<file path="src/hdl/ipv6_route_table_lpm_defines.svh">
// ----------------------------------------------------------------------------
// Route table assertion macros
// Concurrent assertion helpers; empty when SYNTHESIS is defined.
// ----------------------------------------------------------------------------
`ifndef IPV6_ROUTE_TABLE_LPM_DEFINES_SVH
`define IPV6_ROUTE_TABLE_LPM_DEFINES_SVH

`ifndef SYNTHESIS
// Check b in the same cycle as a
`define RT_ASSERT_NOW(label, clk, rst_n, a, b) \
  label: assert property (@(posedge clk) disable iff (!rst_n) (a) |-> (b)) \
    else $error("route table check failed");
// Check b in the cycle after a
`define RT_ASSERT_NEXT(label, clk, rst_n, a, b) \
  label: assert property (@(posedge clk) disable iff (!rst_n) (a) |=> (b)) \
    else $error("route table check failed");
`else
`define RT_ASSERT_NOW(label, clk, rst_n, a, b)
`define RT_ASSERT_NEXT(label, clk, rst_n, a, b)
`endif

`endif

</file>
<file path="src/hdl/rtlpm_pkg.sv">
// ----------------------------------------------------------------------------
// Route table package
// Shared types, action codes and helpers for the IPv6 route table.
// ----------------------------------------------------------------------------
package rtlpm_pkg;

  localparam int TableEntriesDef = 16;

  // Action codes
  localparam logic [2:0] ACT_LOOKUP = 3'd0;
  localparam logic [2:0] ACT_ADD    = 3'd1;
  localparam logic [2:0] ACT_DELETE = 3'd2;
  localparam logic [2:0] ACT_CLEAR  = 3'd3;
  localparam logic [2:0] ACT_READ   = 3'd4;

  // Read address sources
  localparam logic [1:0] SRC_SCAN  = 2'd0;
  localparam logic [1:0] SRC_LAST  = 2'd1;
  localparam logic [1:0] SRC_INDEX = 2'd2;

  localparam logic [7:0] MAX_PLEN = 8'd128;

  typedef struct packed {
    logic [63:0] net_h;
    logic [63:0] net_l;
    logic [63:0] gw_h;
    logic [63:0] gw_l;
    logic [7:0]  plen;
    logic [15:0] met;
  } entry_t;

  typedef struct packed {
    logic       load;
    logic       rd_en;
    logic [1:0] rd_src;
    logic       finish;
  } cmd_t;

  typedef struct packed {
    logic [2:0] act;
    logic       count_zero;
    logic       scan_last;
    logic       hit;
  } sts_t;

  // Mask of the top n bits of a 64-bit word
  function automatic logic [63:0] top_mask(input logic [7:0] n);
    logic [63:0] m;
    if (n >= 8'd64) begin
      m = {64{1'b1}};
    end else begin
      m = ~({64{1'b1}} >> n);
    end
    return m;
  endfunction

endpackage

</file>
<file path="src/hdl/rtlpm_ctrl.sv">
// ----------------------------------------------------------------------------
// Route table controller
// Sequences scan, read and commit steps of one request at a time.
// ----------------------------------------------------------------------------
module rtlpm_ctrl
  import rtlpm_pkg::*;
(
  input  logic       clk,
  input  logic       rst_n,
  input  logic       in_valid,
  output logic       in_ready,
  input  logic [2:0] in_action,
  output logic       out_valid,
  input  logic       out_ready,
  input  sts_t       sts,
  output cmd_t       cmd
);

  localparam logic [2:0] S_IDLE = 3'd0;
  localparam logic [2:0] S_SCAN = 3'd1;
  localparam logic [2:0] S_WAIT = 3'd2;
  localparam logic [2:0] S_LAST = 3'd3;
  localparam logic [2:0] S_RDIX = 3'd4;
  localparam logic [2:0] S_FIN  = 3'd5;

  logic [2:0] state_r, state_nxt;
  logic       out_valid_r, out_valid_nxt;

  assign in_ready  = (state_r == S_IDLE);
  assign out_valid = out_valid_r;

  // Next state and commands
  always_comb begin
    state_nxt  = state_r;
    cmd        = '0;
    cmd.rd_src = SRC_SCAN;
    unique case (state_r)
      S_IDLE: begin
        if (in_valid) begin
          cmd.load = 1'b1;
          if (in_action == ACT_LOOKUP || in_action == ACT_ADD ||
              in_action == ACT_DELETE) begin
            state_nxt = sts.count_zero ? S_FIN : S_SCAN;
          end else if (in_action == ACT_READ) begin
            state_nxt = S_RDIX;
          end else begin
            state_nxt = S_FIN;
          end
        end
      end
      S_SCAN: begin
        cmd.rd_en = 1'b1;
        if (sts.scan_last) state_nxt = S_WAIT;
      end
      S_WAIT: begin
        state_nxt = (sts.act == ACT_DELETE && sts.hit) ? S_LAST : S_FIN;
      end
      S_LAST: begin
        cmd.rd_en  = 1'b1;
        cmd.rd_src = SRC_LAST;
        state_nxt  = S_FIN;
      end
      S_RDIX: begin
        cmd.rd_en  = 1'b1;
        cmd.rd_src = SRC_INDEX;
        state_nxt  = S_FIN;
      end
      S_FIN: begin
        if (!out_valid_r || out_ready) begin
          cmd.finish = 1'b1;
          state_nxt  = S_IDLE;
        end
      end
      default: state_nxt = S_IDLE;
    endcase
  end

  // Hold result valid until taken
  always_comb begin
    out_valid_nxt = out_valid_r;
    if (cmd.finish) out_valid_nxt = 1'b1;
    else if (out_ready) out_valid_nxt = 1'b0;
  end

  always_ff @(posedge clk) begin
    if (!rst_n) begin
      state_r     <= S_IDLE;
      out_valid_r <= 1'b0;
    end else begin
      state_r     <= state_nxt;
      out_valid_r <= out_valid_nxt;
    end
  end

endmodule

</file>
<file path="config.mk">
export PLATFORM = sky130hd
export DESIGN_NAME = rtlpm_ctrl
export DESIGN_NICKNAME = d
export VERILOG_FILES = /design/src/hdl/ipv6_route_table_lpm_defines.svh /design/src/hdl/rtlpm_pkg.sv /design/src/hdl/rtlpm_ctrl.sv
export SDC_FILE = /design/constraint.sdc
export NUM_CORES = 1
export LEC_CHECK = 0
export ABC_AREA = 1
export BUFFER_PORTS_ARGS = -buffer_cell sky130_fd_sc_hd__buf_2
export CAP_MARGIN = 15
export CORE_AREA = 4 4 41 43
export CTS_CLUSTER_DIAMETER = 60
export DETAILED_ROUTE_END_ITERATION = 7
export DIE_AREA = 0 0 45 47
export PLACE_DENSITY_LB_ADDON = 0.2
export SYNTH_ARGS = -nofsm -noshare
export SYNTH_HDL_FRONTEND = slang
export SYNTH_SLANG_ARGS = --single-unit
</file>
<file path="constraint.sdc">
create_clock -name clk -period 1.85 [get_ports clk]
set_input_delay 0.37 -clock clk [delete_from_list [all_inputs] [get_ports clk]]
set_output_delay 0.37 -clock clk [all_outputs]
set_load 0.02 [all_outputs]
</file>
==> impl_metrics.py <==
metrics = {
    "yosys": {
        "synthesis.nets": 73,
        "synth_seq_cells": 4,
        "summed_instance_area_of_the_synthesized_netlist_sq_um": 325,
        "synth.avg_cell_area_sq_um": 5.42,
        "syn-instance-count": 60,
        "yosysWarnings": 0,
        "ys_seq_area_share_pct": 24.6,
        "yosys.cell_types.count": 15,
    },
    "placed_design": {
        "dp.cells": 93,
        "place.gp.congestion": 0.725,
        "hpwlAfterDp_microns": 675,
        "place.port_buffers": 19,
    },
    "timing": {
        "finalHoldViolCount": 0,
        "max-slew-margin-rel_pct": 82.9,
        "setup_viol_count_final": 0,
        "grt_setup_unrepaired": "false",
        "max_slew.worst_pin.slew_ps": 256,
        "final-max-slew-violation-count": 0,
        "finalCriticalPeriod_ps": 1540,
        "fin_worst_skew_ps": 0.398,
        "max_freq_ghz": 0.651,
        "timing.final.crit_share_pct": 83.1,
        "totalNegativeSetupSlack_ps": 0,
    },
    "detailed_routing": {
        "route.detailed.wl_per_inst_microns": 8.50,
        "route.antenna.remaining_nets": 0,
        "post-route-drc-count": 0,
        "dr_total_vias": 408,
        "drt_first_iter_violations": 10,
        "vias_per_cell": 4.25,
        "drt-pass1-iter-count": 4,
        "postRouteWirelength_microns": 816,
    },
    "finish": {
        "layout_common_cells": "sky130_fd_sc_hd__nand2_1 (19), sky130_fd_sc_hd__buf_2 (19), sky130_fd_sc_hd__nor2_1 (12)",
        "num-fill-cells": 158,
        "area_delta_synth_final_pct": 39.6,
        "layout-drive-gt1-share_pct": 35.8,
        "final-instance-count-excl-fill": 96,
        "final_core_area_utilization_pct": 34.9,
        "final_net_count": 96,
        "antennaDiodeCount": 0,
    },
    "global_route": {
        "grt_antenna_before_repair": 0,
        "grt_pass1_vias": 358,
        "grt.overflow.total": 0,
        "grt_start_max_net_pins": 8,
        "grt_pass1_wl_microns": 1270,
        "groute.usage.overall_pct": 8.21,
    },
    "cts": {
        "clock_tree.htree_level_count": 1,
        "buffers_inserted_during_post_cts_setup_optimization": 0,
        "path_clk_slew_ps": 40,
        "clk_root_buffer_cell": "sky130_fd_sc_hd__clkbuf_4",
        "cts_hold_buffers": 0,
        "cts_buffers": 3,
        "clock_insertion_delay_worst_skew_ps": 230,
        "cts.repair.resized": 0,
        "cts_tree": "done",
        "clockBufferDepth": 2,
        "clkSinkCount": 4,
    },
    "die": {
        "die_h_microns": 47,
        "rows": 13,
        "design.die.area_sq_um": 2120,
        "chip_width_microns": 45,
        "ios": 20,
        "floorplan.initialDensity_pct": 25.0,
        "coreArea_sq_um": 1300,
    },
    "worst_hold_path": {
        "worstHoldPathCells": 3,
        "hp-class": "in -> reg",
    },
    "worst_setup_path": {
        "crit_fanout": 7,
        "cp.required_ps": 1480,
        "path_cells": "nand2_1 > nand2_1 > nand2_1 > nand2_1 > buf_2",
        "reg2reg_depth": 5,
        "criticalPathCategory": "reg -> out",
        "worstPathArrival_ps": 1170,
        "critical_path.slowest_cell": "sky130_fd_sc_hd__dfxtp_1",
        "endpoint_kind": "output pin",
        "max_stage_delay_ps": 440,
        "worst_setup_path_start_kind": "flop",
        "timing.critical_path.mode_cell": "sky130_fd_sc_hd__nand2_1",
    },
    "power_and_ir_drop": {
        "irDropWorstVdd_mv": 0.570,
        "cellLeakagePower_uw": 0.000261,
        "p_per_area_nw_per_um2": 1590,
    },
    "outcome": {
        "outcome": "finished clean",
    },
    "flow_run": {
        "max_cap_viol_count": 0,
    },
}
==> flip-flops by register name (all words and copies together), names as in the netlist <==
name	count
state_r	3
out_valid	1
==> through the flow <==
stage          worst slack (ps)  area [sq um]  power (uW)  hold WS [ps]
5_1_grt                     199           454         790           424
6_report                    313           454         722           413
4_1_cts                     310           454         726           409
3_5_place_dp                564           432         617           549
3_3_place_gp                576           432         618           543
2_1_floorplan               541           325         494           532
==> worst max-delay path, delay by kind of cell (launching register included) <==
kind,cells,cell delay [ps]
simple gates,4,340
buf+inv,1,160
flops,1,440
==> synth_stat cells, drive strengths merged <==
| library cell | n | share of area (%) |
|---|---|---|
| nor2 | 14 | 18 |
| a21oi | 4 | 6.2 |
| o21ai | 3 | 5.8 |
| inv | 9 | 10 |
| buf | 1 | 2.3 |
| dfxtp | 4 | 25 |
| nand2 | 19 | 22 |
| or2 | 1 | 1.9 |
| nand3 | 4 | 7.7 |
| nor3 | 1 | 1.5 |
==> power by group <==
part	switching, uW	total [uW]	leakage (uW)	internal, uW
Clock	33.2	106	0.0000138	72.4
Sequential	54.0	171	0.0000328	117
Combinational	288	445	0.000214	157
Total	375	722	0.000261	347
==> area by class of cell <==
class / instances / area (sq um) / area share, %
Multi-Input combinational cell: 46 / 204 / 44.9
Timing Repair Buffer: 19 / 95.1 / 20.9
Sequential cell: 4 / 80.1 / 17.6
Inverter: 9 / 33.8 / 7.44
Clock buffer: 3 / 22.5 / 4.96
Tap cell: 15 / 18.8 / 4.13
==> cells by family (layout without fill, tap and decap cells) <==
kind of cell           after synthesis  count (layout)  share of synthesized area (%)
buffers and inverters               10              31                           12.7
flip-flops                           4               4                           24.6
AO/OA/AOI/OAI                        7               7                           11.9
AND/OR/NAND/NOR                     39              39                           50.8
==> path summary, 6_finish.rpt <==
check                                        startpoint                 endpoint  slack (ps)
worst max-delay path            state_r[0]$_SDFFE_PN0P_                   cmd[3]         310
worst min-delay path                              rst_n  state_r[0]$_SDFFE_PN0P_         410
worst max register to register  state_r[2]$_SDFFE_PN0P_  state_r[0]$_SDFFE_PN0P_         720
worst min register to register   out_valid$_SDFFE_PN0P_   out_valid$_SDFFE_PN0P_         570
==> layer usage <==
layer / vias up / routed length [microns] / global-route usage, %
li1: 227 / - / -
met2: 15 / 386 / 13.8
met4: 0 / 0 / 5.26
met5: - / 0 / 0
met1: 166 / 365 / 9.09
met3: 0 / 64 / 2.30
Note: power is estimated with default switching activity, not from simulation.
